==> src/hdl/sm3_pkg.sv <==
// SM3 engine shared constants, command and status types, and round functions.
package sm3_pkg;

    localparam int WORD_W  = 32;
    localparam int BLOCK_N = 16;
    localparam int CHAIN_N = 8;

    localparam logic [WORD_W-1:0] IV [CHAIN_N] = '{
        32'h7380_166F, 32'h4914_B2B9, 32'h1724_42D7, 32'hDA8A_0600,
        32'hA96F_30BC, 32'h1631_38AA, 32'hE38D_EE4D, 32'hB0FB_0E4E
    };

    localparam logic [WORD_W-1:0] T_EARLY = 32'h79CC_4519;
    localparam logic [WORD_W-1:0] T_LATE  = 32'h7A87_9D8A;
    localparam logic [7:0]        PAD_BYTE = 8'h80;

    // sources for a word shifted into the block window
    localparam logic [2:0] SRC_IN   = 3'd0;  // message word as given
    localparam logic [2:0] SRC_PADW = 3'd1;  // partial last word, masked and padded
    localparam logic [2:0] SRC_P80  = 3'd2;  // padding byte opening a fresh word
    localparam logic [2:0] SRC_ZERO = 3'd3;
    localparam logic [2:0] SRC_LHI  = 3'd4;  // bit length, upper half
    localparam logic [2:0] SRC_LLO  = 3'd5;  // bit length, lower half

    typedef struct packed {
        logic       acc;       // input word taken: update bit length
        logic       shift_en;  // push one word into the window
        logic [2:0] src;
        logic       start;     // load working variables from the chain value
        logic       round;     // one compression round
        logic       t_switch;  // round 15: next constant is the late one
        logic       late;      // rounds 16..63: majority / choose functions
        logic       fin;       // fold working variables into the chain value
        logic       digest;    // copy chain value out, restart the message
    } t_dp_cmd;

    typedef struct packed {
        logic obuf_busy;
    } t_dp_sts;

    function automatic logic [WORD_W-1:0] rotl(input logic [WORD_W-1:0] x, input int n);
        return (x << n) | (x >> (WORD_W - n));
    endfunction

    function automatic logic [WORD_W-1:0] p0(input logic [WORD_W-1:0] x);
        return x ^ rotl(x, 9) ^ rotl(x, 17);
    endfunction

    function automatic logic [WORD_W-1:0] p1(input logic [WORD_W-1:0] x);
        return x ^ rotl(x, 15) ^ rotl(x, 23);
    endfunction

endpackage

==> src/hdl/sm3_if.sv <==
// Valid/ready channel interfaces for message words in and digest words out.
interface sm3_in_if;
    logic        valid;
    logic        ready;
    logic [31:0] msg_word;
    logic [2:0]  word_bytes;
    logic        last_word;

    modport source (output valid, output msg_word, output word_bytes, output last_word,
                    input ready);
    modport sink   (input valid, input msg_word, input word_bytes, input last_word,
                    output ready);
endinterface

interface sm3_out_if;
    logic        valid;
    logic        ready;
    logic [31:0] digest_word;
    logic [2:0]  digest_index;
    logic        digest_last;

    modport source (output valid, output digest_word, output digest_index,
                    output digest_last, input ready);
    modport sink   (input valid, input digest_word, input digest_index,
                    input digest_last, output ready);
endinterface

==> src/hdl/sm3_hash_engine.sv <==
// SM3 hash engine top level: controller and datapath behind valid/ready channels.
// Each 16-word block: one word taken per cycle while the input is ready, then 64 rounds and a fold.
// Sustained rate is set by the single round unit; no words are taken while a block compresses.
// Pad words are shifted in one per cycle; the digest buffer loads in S_DIG after the last fold,
// waiting while the previous digest drains, and offers one word per handshake from then on.
// Reset (synchronous, active low) restores the IV and clears counts; no clearing pass.
module sm3_hash_engine (
    input  logic   i_clk,
    input  logic   i_rst_n,
    sm3_in_if.sink    i_msg,
    sm3_out_if.source o_digest
);

    sm3_pkg::t_dp_cmd cmd;
    sm3_pkg::t_dp_sts sts;

    // controller sees the handshake, the two fields that steer padding, and the datapath status
    sm3_ctrl u_ctrl (
        .i_clk      (i_clk),
        .i_rst_n    (i_rst_n),
        .i_in_valid (i_msg.valid),
        .i_in_bytes (i_msg.word_bytes),
        .i_in_last  (i_msg.last_word),
        .o_in_ready (i_msg.ready),
        .i_sts      (sts),
        .o_cmd      (cmd)
    );

    // datapath owns the block window, round unit, chain value and digest buffer
    sm3_dp u_dp (
        .i_clk        (i_clk),
        .i_rst_n      (i_rst_n),
        .i_cmd        (cmd),
        .o_sts        (sts),
        .i_msg_word   (i_msg.msg_word),
        .i_word_bytes (i_msg.word_bytes),
        .i_last_word  (i_msg.last_word),
        .o_dig_valid  (o_digest.valid),
        .i_dig_ready  (o_digest.ready),
        .o_dig_word   (o_digest.digest_word),
        .o_dig_index  (o_digest.digest_index),
        .o_dig_last   (o_digest.digest_last)
    );

endmodule

==> src/hdl/sm3_ctrl.sv <==
// SM3 controller: word gathering, padding sequence, round count, digest hand-off.
module sm3_ctrl (
    input  logic             i_clk,
    input  logic             i_rst_n,
    input  logic             i_in_valid,
    input  logic [2:0]       i_in_bytes,
    input  logic             i_in_last,
    output logic             o_in_ready,
    input  sm3_pkg::t_dp_sts i_sts,
    output sm3_pkg::t_dp_cmd o_cmd
);

    localparam logic [2:0] S_IN  = 3'd0;
    localparam logic [2:0] S_RND = 3'd1;
    localparam logic [2:0] S_FIN = 3'd2;
    localparam logic [2:0] S_PAD = 3'd3;
    localparam logic [2:0] S_DIG = 3'd4;

    logic [2:0] r_state, n_state;
    logic [3:0] r_cnt, n_cnt;
    logic [5:0] r_j, n_j;
    logic       r_pad, n_pad;
    logic       r_need80, n_need80;
    logic       r_hi_done, n_hi_done;
    logic       r_done, n_done;

    assign o_in_ready = (r_state == S_IN);

    always_comb begin
        n_state   = r_state;
        n_cnt     = r_cnt;
        n_j       = r_j;
        n_pad     = r_pad;
        n_need80  = r_need80;
        n_hi_done = r_hi_done;
        n_done    = r_done;
        o_cmd     = '0;
        o_cmd.src = sm3_pkg::SRC_IN;
        unique case (r_state)
            S_IN: begin
                if (i_in_valid) begin
                    o_cmd.acc      = 1'b1;
                    o_cmd.shift_en = 1'b1;
                    if (i_in_last) begin
                        n_pad = 1'b1;
                        // four or more bytes: word goes whole, padding opens the next
                        if (i_in_bytes[2]) begin
                            n_need80 = 1'b1;
                        end else begin
                            o_cmd.src = sm3_pkg::SRC_PADW;
                        end
                    end
                    n_cnt = r_cnt + 4'd1;
                    if (r_cnt == 4'd15) begin
                        o_cmd.start = 1'b1;
                        n_j         = '0;
                        n_state     = S_RND;
                    end else if (i_in_last) begin
                        n_state = S_PAD;
                    end
                end
            end
            S_RND: begin
                o_cmd.round    = 1'b1;
                o_cmd.t_switch = (r_j == 6'd15);
                o_cmd.late     = r_j[5] | r_j[4];
                n_j            = r_j + 6'd1;
                if (r_j == 6'd63) begin
                    n_state = S_FIN;
                end
            end
            S_FIN: begin
                o_cmd.fin = 1'b1;
                priority if (r_done) n_state = S_DIG;
                else if (r_pad)      n_state = S_PAD;
                else                 n_state = S_IN;
            end
            S_PAD: begin
                o_cmd.shift_en = 1'b1;
                priority if (r_need80) begin
                    o_cmd.src = sm3_pkg::SRC_P80;
                    n_need80  = 1'b0;
                end else if (r_hi_done) begin
                    o_cmd.src = sm3_pkg::SRC_LLO;
                    n_done    = 1'b1;
                end else if (r_cnt == 4'd14) begin
                    o_cmd.src = sm3_pkg::SRC_LHI;
                    n_hi_done = 1'b1;
                end else begin
                    o_cmd.src = sm3_pkg::SRC_ZERO;
                end
                n_cnt = r_cnt + 4'd1;
                if (r_cnt == 4'd15) begin
                    o_cmd.start = 1'b1;
                    n_j         = '0;
                    n_state     = S_RND;
                end
            end
            S_DIG: begin
                if (!i_sts.obuf_busy) begin
                    o_cmd.digest = 1'b1;
                    n_pad        = 1'b0;
                    n_need80     = 1'b0;
                    n_hi_done    = 1'b0;
                    n_done       = 1'b0;
                    n_state      = S_IN;
                end
            end
            default: begin
                n_state = S_IN;
            end
        endcase
    end

    always_ff @(posedge i_clk) begin
        if (!i_rst_n) begin
            r_state   <= S_IN;
            r_cnt     <= '0;
            r_j       <= '0;
            r_pad     <= 1'b0;
            r_need80  <= 1'b0;
            r_hi_done <= 1'b0;
            r_done    <= 1'b0;
        end else begin
            r_state   <= n_state;
            r_cnt     <= n_cnt;
            r_j       <= n_j;
            r_pad     <= n_pad;
            r_need80  <= n_need80;
            r_hi_done <= n_hi_done;
            r_done    <= n_done;
        end
    end

    a_round_end: assert property (@(posedge i_clk) disable iff (!i_rst_n)
        (r_state == S_RND && r_j == 6'd63) |=> (r_state == S_FIN))
        else $error("compression did not finish after round 63");

    a_block_full: assert property (@(posedge i_clk) disable iff (!i_rst_n)
        (o_cmd.shift_en && r_cnt == 4'd15) |=> (r_state == S_RND && r_j == 6'd0))
        else $error("full block did not start compression");

    a_digest_free: assert property (@(posedge i_clk) disable iff (!i_rst_n)
        o_cmd.digest |-> (!i_sts.obuf_busy && r_done && r_cnt == 4'd0))
        else $error("digest issued over a busy buffer or mid-block");

    a_len_order: assert property (@(posedge i_clk) disable iff (!i_rst_n)
        r_done |-> (r_pad && r_hi_done && !r_need80))
        else $error("length words out of order");

endmodule

==> src/hdl/sm3_dp.sv <==
// SM3 datapath: block window with expansion, round unit, chain value, digest buffer.
module sm3_dp (
    input  logic             i_clk,
    input  logic             i_rst_n,
    input  sm3_pkg::t_dp_cmd i_cmd,
    output sm3_pkg::t_dp_sts o_sts,
    input  logic [31:0]      i_msg_word,
    input  logic [2:0]       i_word_bytes,
    input  logic             i_last_word,
    output logic             o_dig_valid,
    input  logic             i_dig_ready,
    output logic [31:0]      o_dig_word,
    output logic [2:0]       o_dig_index,
    output logic             o_dig_last
);

    localparam int W = sm3_pkg::WORD_W;

    logic [W-1:0] r_win   [sm3_pkg::BLOCK_N];
    logic [W-1:0] r_v     [sm3_pkg::CHAIN_N];
    logic [W-1:0] r_chain [sm3_pkg::CHAIN_N];
    logic [W-1:0] r_obuf  [sm3_pkg::CHAIN_N];
    logic [W-1:0] r_tj;
    logic [63:0]  r_bits;
    logic [2:0]   r_oidx;
    logic         r_ovalid;

    logic [W-1:0] padw, in_w, exp_w, push_w;
    logic [W-1:0] a12, ss1, ss2, fv, gv, tt1, tt2;
    logic [2:0]   nb;
    logic [5:0]   bits_inc;
    logic         out_hs;

    // partial last word: keep leading bytes, padding byte right after them
    always_comb begin
        unique case (i_word_bytes[1:0])
            2'd0: padw = {sm3_pkg::PAD_BYTE, 24'h0};
            2'd1: padw = {i_msg_word[31:24], sm3_pkg::PAD_BYTE, 16'h0};
            2'd2: padw = {i_msg_word[31:16], sm3_pkg::PAD_BYTE, 8'h0};
            2'd3: padw = {i_msg_word[31:8], sm3_pkg::PAD_BYTE};
            default: padw = '0;
        endcase
    end

    always_comb begin
        unique case (i_cmd.src)
            sm3_pkg::SRC_IN:   in_w = i_msg_word;
            sm3_pkg::SRC_PADW: in_w = padw;
            sm3_pkg::SRC_P80:  in_w = {sm3_pkg::PAD_BYTE, 24'h0};
            sm3_pkg::SRC_ZERO: in_w = '0;
            sm3_pkg::SRC_LHI:  in_w = r_bits[63:32];
            sm3_pkg::SRC_LLO:  in_w = r_bits[31:0];
            default:           in_w = '0;
        endcase
    end

    assign nb       = i_word_bytes[2] ? 3'd4 : i_word_bytes;
    assign bits_inc = i_last_word ? {nb, 3'b000} : 6'd32;

    // next expanded word from the 16-word window (window[0] is W[j])
    assign exp_w  = sm3_pkg::p1(r_win[0] ^ r_win[7] ^ sm3_pkg::rotl(r_win[13], 15))
                  ^ sm3_pkg::rotl(r_win[3], 7) ^ r_win[10];
    assign push_w = i_cmd.round ? exp_w : in_w;

    // round function
    assign a12 = sm3_pkg::rotl(r_v[0], 12);
    assign ss1 = sm3_pkg::rotl(a12 + r_v[4] + r_tj, 7);
    assign ss2 = ss1 ^ a12;
    assign fv  = i_cmd.late ? ((r_v[0] & r_v[1]) | (r_v[0] & r_v[2]) | (r_v[1] & r_v[2]))
                            : (r_v[0] ^ r_v[1] ^ r_v[2]);
    assign gv  = i_cmd.late ? ((r_v[4] & r_v[5]) | (~r_v[4] & r_v[6]))
                            : (r_v[4] ^ r_v[5] ^ r_v[6]);
    assign tt1 = fv + r_v[3] + ss2 + (r_win[0] ^ r_win[4]);
    assign tt2 = gv + r_v[7] + ss1 + r_win[0];

    assign out_hs = r_ovalid & i_dig_ready;

    always_ff @(posedge i_clk) begin
        if (i_cmd.shift_en || i_cmd.round) begin
            for (int k = 0; k < sm3_pkg::BLOCK_N - 1; k++) begin
                r_win[k] <= r_win[k+1];
            end
            r_win[sm3_pkg::BLOCK_N-1] <= push_w;
        end
        if (i_cmd.start) begin
            r_v  <= r_chain;
            r_tj <= sm3_pkg::T_EARLY;
        end else if (i_cmd.round) begin
            r_v[0] <= tt1;
            r_v[1] <= r_v[0];
            r_v[2] <= sm3_pkg::rotl(r_v[1], 9);
            r_v[3] <= r_v[2];
            r_v[4] <= sm3_pkg::p0(tt2);
            r_v[5] <= r_v[4];
            r_v[6] <= sm3_pkg::rotl(r_v[5], 19);
            r_v[7] <= r_v[6];
            r_tj   <= i_cmd.t_switch ? sm3_pkg::rotl(sm3_pkg::T_LATE, 16)
                                     : sm3_pkg::rotl(r_tj, 1);
        end
        if (i_cmd.digest) begin
            r_obuf <= r_chain;
        end else if (out_hs) begin
            for (int k = 0; k < sm3_pkg::CHAIN_N - 1; k++) begin
                r_obuf[k] <= r_obuf[k+1];
            end
        end
    end

    always_ff @(posedge i_clk) begin
        if (!i_rst_n) begin
            r_chain  <= sm3_pkg::IV;
            r_bits   <= '0;
            r_oidx   <= '0;
            r_ovalid <= 1'b0;
        end else begin
            if (i_cmd.digest) begin
                r_chain <= sm3_pkg::IV;
                r_bits  <= '0;
            end else begin
                if (i_cmd.fin) begin
                    for (int k = 0; k < sm3_pkg::CHAIN_N; k++) begin
                        r_chain[k] <= r_chain[k] ^ r_v[k];
                    end
                end
                if (i_cmd.acc) begin
                    r_bits <= r_bits + {58'd0, bits_inc};
                end
            end
            if (i_cmd.digest) begin
                r_ovalid <= 1'b1;
                r_oidx   <= '0;
            end else if (out_hs) begin
                r_oidx <= r_oidx + 3'd1;
                if (r_oidx == 3'd7) begin
                    r_ovalid <= 1'b0;
                end
            end
        end
    end

    assign o_sts.obuf_busy = r_ovalid;
    assign o_dig_valid     = r_ovalid;
    assign o_dig_word      = r_obuf[0];
    assign o_dig_index     = r_oidx;
    assign o_dig_last      = (r_oidx == 3'd7);

    a_digest_load: assert property (@(posedge i_clk) disable iff (!i_rst_n)
        i_cmd.digest |=> (r_ovalid && r_oidx == 3'd0 && r_chain[0] == sm3_pkg::IV[0]
                          && r_bits == 64'd0))
        else $error("digest hand-off did not restart the message");

    a_const_start: assert property (@(posedge i_clk) disable iff (!i_rst_n)
        i_cmd.start |=> (r_tj == sm3_pkg::T_EARLY))
        else $error("round constant not reloaded at block start");

    a_out_hold: assert property (@(posedge i_clk) disable iff (!i_rst_n)
        (r_ovalid && !i_dig_ready) |=> (r_ovalid && $stable(r_oidx) && $stable(r_obuf[0])))
        else $error("digest word changed while stalled");

endmodule

==> src/flat_wrapper.sv <==
// flat-port wrapper written by rule: the top's interface ports become plain ports
module sm3_hash_engine_flat 
  (i_clk, i_rst_n, i_msg_valid, i_msg_msg_word, i_msg_word_bytes, i_msg_last_word, i_msg_ready, o_digest_valid, o_digest_digest_word, o_digest_digest_index, o_digest_digest_last, o_digest_ready);
  sm3_in_if i_msg_i ();
  sm3_out_if o_digest_i ();
  input  logic i_clk;
  input  logic i_rst_n;
  input wire logic [$bits(i_msg_i.valid)-1:0] i_msg_valid;
  input wire logic [$bits(i_msg_i.msg_word)-1:0] i_msg_msg_word;
  input wire logic [$bits(i_msg_i.word_bytes)-1:0] i_msg_word_bytes;
  input wire logic [$bits(i_msg_i.last_word)-1:0] i_msg_last_word;
  output wire logic [$bits(i_msg_i.ready)-1:0] i_msg_ready;
  output wire logic [$bits(o_digest_i.valid)-1:0] o_digest_valid;
  output wire logic [$bits(o_digest_i.digest_word)-1:0] o_digest_digest_word;
  output wire logic [$bits(o_digest_i.digest_index)-1:0] o_digest_digest_index;
  output wire logic [$bits(o_digest_i.digest_last)-1:0] o_digest_digest_last;
  input wire logic [$bits(o_digest_i.ready)-1:0] o_digest_ready;
  assign i_msg_i.valid = i_msg_valid;
  assign i_msg_i.msg_word = i_msg_msg_word;
  assign i_msg_i.word_bytes = i_msg_word_bytes;
  assign i_msg_i.last_word = i_msg_last_word;
  assign i_msg_ready = i_msg_i.ready;
  assign o_digest_valid = o_digest_i.valid;
  assign o_digest_digest_word = o_digest_i.digest_word;
  assign o_digest_digest_index = o_digest_i.digest_index;
  assign o_digest_digest_last = o_digest_i.digest_last;
  assign o_digest_i.ready = o_digest_ready;
  sm3_hash_engine u_core (.i_clk(i_clk), .i_rst_n(i_rst_n), .i_msg(i_msg_i), .o_digest(o_digest_i));
endmodule
==> config.mk <==
export PLATFORM = sky130hd
export DESIGN_NAME = sm3_hash_engine_flat
export DESIGN_NICKNAME = d
export VERILOG_FILES = /design/src/hdl/sm3_pkg.sv /design/src/hdl/sm3_if.sv /design/src/hdl/sm3_hash_engine.sv /design/src/hdl/sm3_ctrl.sv /design/src/hdl/sm3_dp.sv /design/src/flat_wrapper.sv
export SDC_FILE = /design/constraint.sdc
export NUM_CORES = 2
export LEC_CHECK = 0
export BUFFER_PORTS_ARGS = -buffer_cell sky130_fd_sc_hd__buf_2
export CAP_MARGIN = 15
export CORE_MARGIN = 10
export CORE_UTILIZATION = 36
export DETAILED_ROUTE_END_ITERATION = 10
export HOLD_SLACK_MARGIN = 0.05
export MAX_ROUTING_LAYER = met4
export PLACE_DENSITY = 0.5
export SLEW_MARGIN = 40
export SYNTH_ARGS = -nofsm -noshare
export SYNTH_HDL_FRONTEND = slang
export SYNTH_SLANG_ARGS = --single-unit
==> constraint.sdc <==
create_clock -name i_clk -period 52.5 [get_ports i_clk]
set_clock_uncertainty 0.05 [all_clocks]
set_input_delay 2.625 -clock i_clk [delete_from_list [all_inputs] [get_ports i_clk]]
set_output_delay 2.625 -clock i_clk [all_outputs]
set_load 0.05 [all_outputs]
==> summary by stage <==
Status
The run finished with clean final reports.

Critical path
The number of buffers and inverters on the critical path is 2. The maximum fanout count along the critical path is 6. The most frequent cell on the critical path is fa_1. On the critical path the largest part of the delay comes from compound AO/OA/AOI/OAI gates. The sort of element at the end of the critical path is a flip-flop. Data on the critical path arrives at its endpoint at 9.09 ns.

On the critical path, the stage with the largest delay is an instance of edfxtp_1. For the worst setup path, the data required time is 52.98 ns. The worst setup path is launched from a flip-flop. The delay of the slowest cell on the worst path is 0.57 ns. The setup path with the least slack is of type flip-flop to flip-flop.

Placement
The detailed-placement wirelength estimate is 151 mm. The congestion estimate from routability-driven global placement came to 0.927. OpenSTA, run right after detailed placement, puts the worst setup slack at 43.83 ns. Port buffering added 77 buffers.

Floorplan
The number of top-level design ports is 78. The initial utilization of the core area, before any placement, comes to 0.362. The number of rows created at floorplan is 156.

The width of the die is 446 um. The die covers 0.199 mm2. The height of the die is 446 um.

The core region is 0.181 mm2.

STA
The max-slew violation count is 0. Measured against its own limit, the worst slew margin works out to 0.397. Setup repair after global routing left no endpoint under its margin. The final critical-path required period is 8.61 ns.

The final worst-path cycle share is 0.164. The transition time at the pin with the least slew margin is 0.898 ns. The setup TNS is 0 ns. The worst path meets setup with 43.89 ns of slack. The total count of hold-check failures in the final report is 0. The fmax is 0.116 GHz. Setup violations remaining at the end of the flow were counted as 0.

Global route
The pin count of the biggest net entering global routing is 144. The initial antenna violation count is 4. The first global-routing pass estimated 299 mm of wire. The remaining global-route overflow is 0. In the global route stage, overall resource usage came out at 0.211.

The number of global-route vias before repair is 41571.

Drt
The total length of routed met3 wires is 8.08 mm. The total wirelength of the detailed-routed design is 208 mm. Using the TritonRoute via totals, the vias-per-cell ratio works out to 4.97. Routed signal wires occupy layers up through met4. The first-iteration detailed-routing DRC count is 3458. The detail route stage leaves a number of antenna-violating nets equal to 0. The first TritonRoute pass finished after 5 iterations. The remaining routing DRC violations is 0. Dividing the detail-routed wire length by the instance count gives 24.4 um. The detailed-routed wire length on met2 is 102 mm. The via count is 42390. The detailed router put a total of 91.6 mm of wire on met1.

Cells and area
The final net count is 6346. The filler cells instantiated in the layout total 17256. The synthesis-to-finish area growth is 13.1%. Once layout is complete, the utilization of the core stands at 0.409. The fraction of layout cells with a size suffix above 1 is 0.0756.

Yosys
Of the total synthesized cell area, the portion taken by XOR and XNOR cells is 0.0981. The main combinational cell family by area after synthesis is simple AND/OR/NAND/NOR gates. The post-synth net total is 6304. The total number of yosys warnings is 0.

Counting flops with a built-in enable in the synthesized netlist gives 1024. Yosys attributes the largest share of cell area to edfxtp_1 (47%), dfxtp_1 (11%), nand2_1 (11%), fa_1 (5.8%), xor2_1 (5.2%). A synthesized cell averages 10.9 um2.

The mux contribution to synthesized area is 0.00544. Of the total synthesized cell area, the portion taken by AND, OR, NAND and NOR gates is 0.150. The synthesized design contains 1394 register bits.

Of the total synthesized cell area, the portion taken by full adders, half adders and majority gates is 0.0771. The share of the Yosys chip area taken by registers is 0.584. In this run, distinct cell masters in the synthesized netlist total 82.

In the synthesized netlist, the number of instances is 5975. The portion of synthesized cell area occupied by the leading cell type is 0.471. The most common flop cell mapped by yosys is edfxtp_1. By count the netlist is led by nand2_1 (1873), edfxtp_1 (1024), xor2_1 (386), dfxtp_1 (370), xnor2_1 (339). The synthesized-area fraction occupied by ao, oa, aoi and oai cells is 0.0547. The synthesized netlist occupies a cell area of 0.0653 mm2.

The synthesized design spends more area on one cell type than any other, namely edfxtp_1. The most frequently used cell type in the post-synthesis netlist is nand2_1. Counting flops with an async set or reset pin after synthesis yields a share of 0.

Flow run
Across the run, the number of max-cap violations was 0.

Clock network
The H-tree was split into 4 levels. Hold repair after CTS inserted 0 buffers. The cell sitting at the root of the clock tree is a clkbuf_16. For this design, the sink count on the clock tree is 1394. The post-CTS repair timing setup buffer count is 0. The CTS tree is done. Gates resized during post-CTS repair numbered 0. The clock-pin slew reported for the worst setup and hold paths after clock tree synthesis is 0.07 ns. The clock tree buffer depth is 3. For the worst-skew pair, the clock arrives at the later sink with an insertion delay of 0.82 ns. The number of clock buffers added by TritonCTS is 155.

Min path
The path category of the worst min-delay check is flip-flop to flip-flop.
[worst reg2reg max path, delay by kind of cell (launching register included)]
family,cells,cell delay (ns)
AOI/OAI and AO/OA,14,4.29
xor gates and xnor gates,3,0.89
adders and majority gates,6,2.25
buffers and inverters,2,0.14
DFF,1,0.57
and+or+nand+nor,2,0.12
[metrics by stage]
| step | instances | cell area, um2 | hold slack [ns] |
|---|---|---|---|
| global route | 8522 | 73800 | 0.364 |
| floorplan | 5975 | 65300 | 0.350 |
| global placement | 8224 | 68200 | 0.350 |
| finish | 8526 | 73800 | 0.352 |
| detailed placement | 8228 | 68500 | 0.355 |
| CTS | 8520 | 73800 | 0.355 |
[cells in the final DEF, fill, tap and decap left out, types with 55 or more instances in the layout]
cell | netlist | routed
edfxtp_1 | 1024 | 1024
xnor2_1 | 339 | 320
xor2_1 | 386 | 378
fa_1 | 189 | 189
clkbuf_16 | 0 | 155
nand2_1 | 1873 | 1869
ha_1 | 100 | 100
a21oi_1 | 199 | 198
nor2_1 | 333 | 332
nor3_1 | 55 | 55
buf_2 | 0 | 77
nand3_1 | 59 | 59
inv_1 | 234 | 233
dfxtp_1 | 370 | 370
o21ai_0 | 145 | 143
[state kept, by name, indices dropped and copies added, names as in the netlist, 3 cells and up]
register and flops:
u_core.u_ctrl.r_cnt 4, u_core.u_ctrl.r_j 6, u_core.u_ctrl.r_state 3, u_core.u_dp.o_dig_index 3
u_core.u_dp.o_dig_word 32, u_core.u_dp.r_bits 61, u_core.u_dp.r_chain 256, u_core.u_dp.r_obuf 224
u_core.u_dp.r_tj 32, u_core.u_dp.r_v 256, u_core.u_dp.r_win 512
[cell type report]
type / instances / area (um2) / share of cell area
inverters: 235 / 897 / 0.0121
well taps: 2370 / 2970 / 0.0402
flip-flops and latches: 1394 / 38200 / 0.517
diodes: 4 / 10.0 / 0.000136
clock inverters: 81 / 1000 / 0.0136
clock buffers: 211 / 4250 / 0.0575
multi-input cells: 4088 / 25500 / 0.346
repair buffers: 143 / 1050 / 0.0143
[final timing paths]
kind / end / slack [ns] / depth (start not counted) / start
setup reg to reg: u_core.u_dp.r_v[255] / 43.89 / 27 / u_core.u_dp.r_v[96]
hold reg to reg: u_core.u_dp.r_win[0][237] / 0.35 / 0 / u_core.u_dp.r_win[1][13]
hold / removal: u_core.u_dp.r_win[0][237] / 0.35 / 0 / u_core.u_dp.r_win[1][13]
setup / recovery: u_core.u_dp.r_v[255] / 43.89 / 27 / u_core.u_dp.r_v[96]
[logic make-up after synthesis]
logic type,after synthesis
compound gates,582
mux,33
buf+inv,493
simple gates,2456
xor+xnor,728
flops,1394
fa+ha+maj,289
[per-layer routing]
metal / vias to the layer above / global-route usage
met5: - / -
met2: 949 / 0.348
met4: 0 / 0.0624
met1: 21242 / 0.275
met3: 238 / 0.0237
li1: 19961 / -
Power is left out: the tool's default activity adds up to more than one toggle a clock period on the data nets, which glitch-free logic cannot reach.
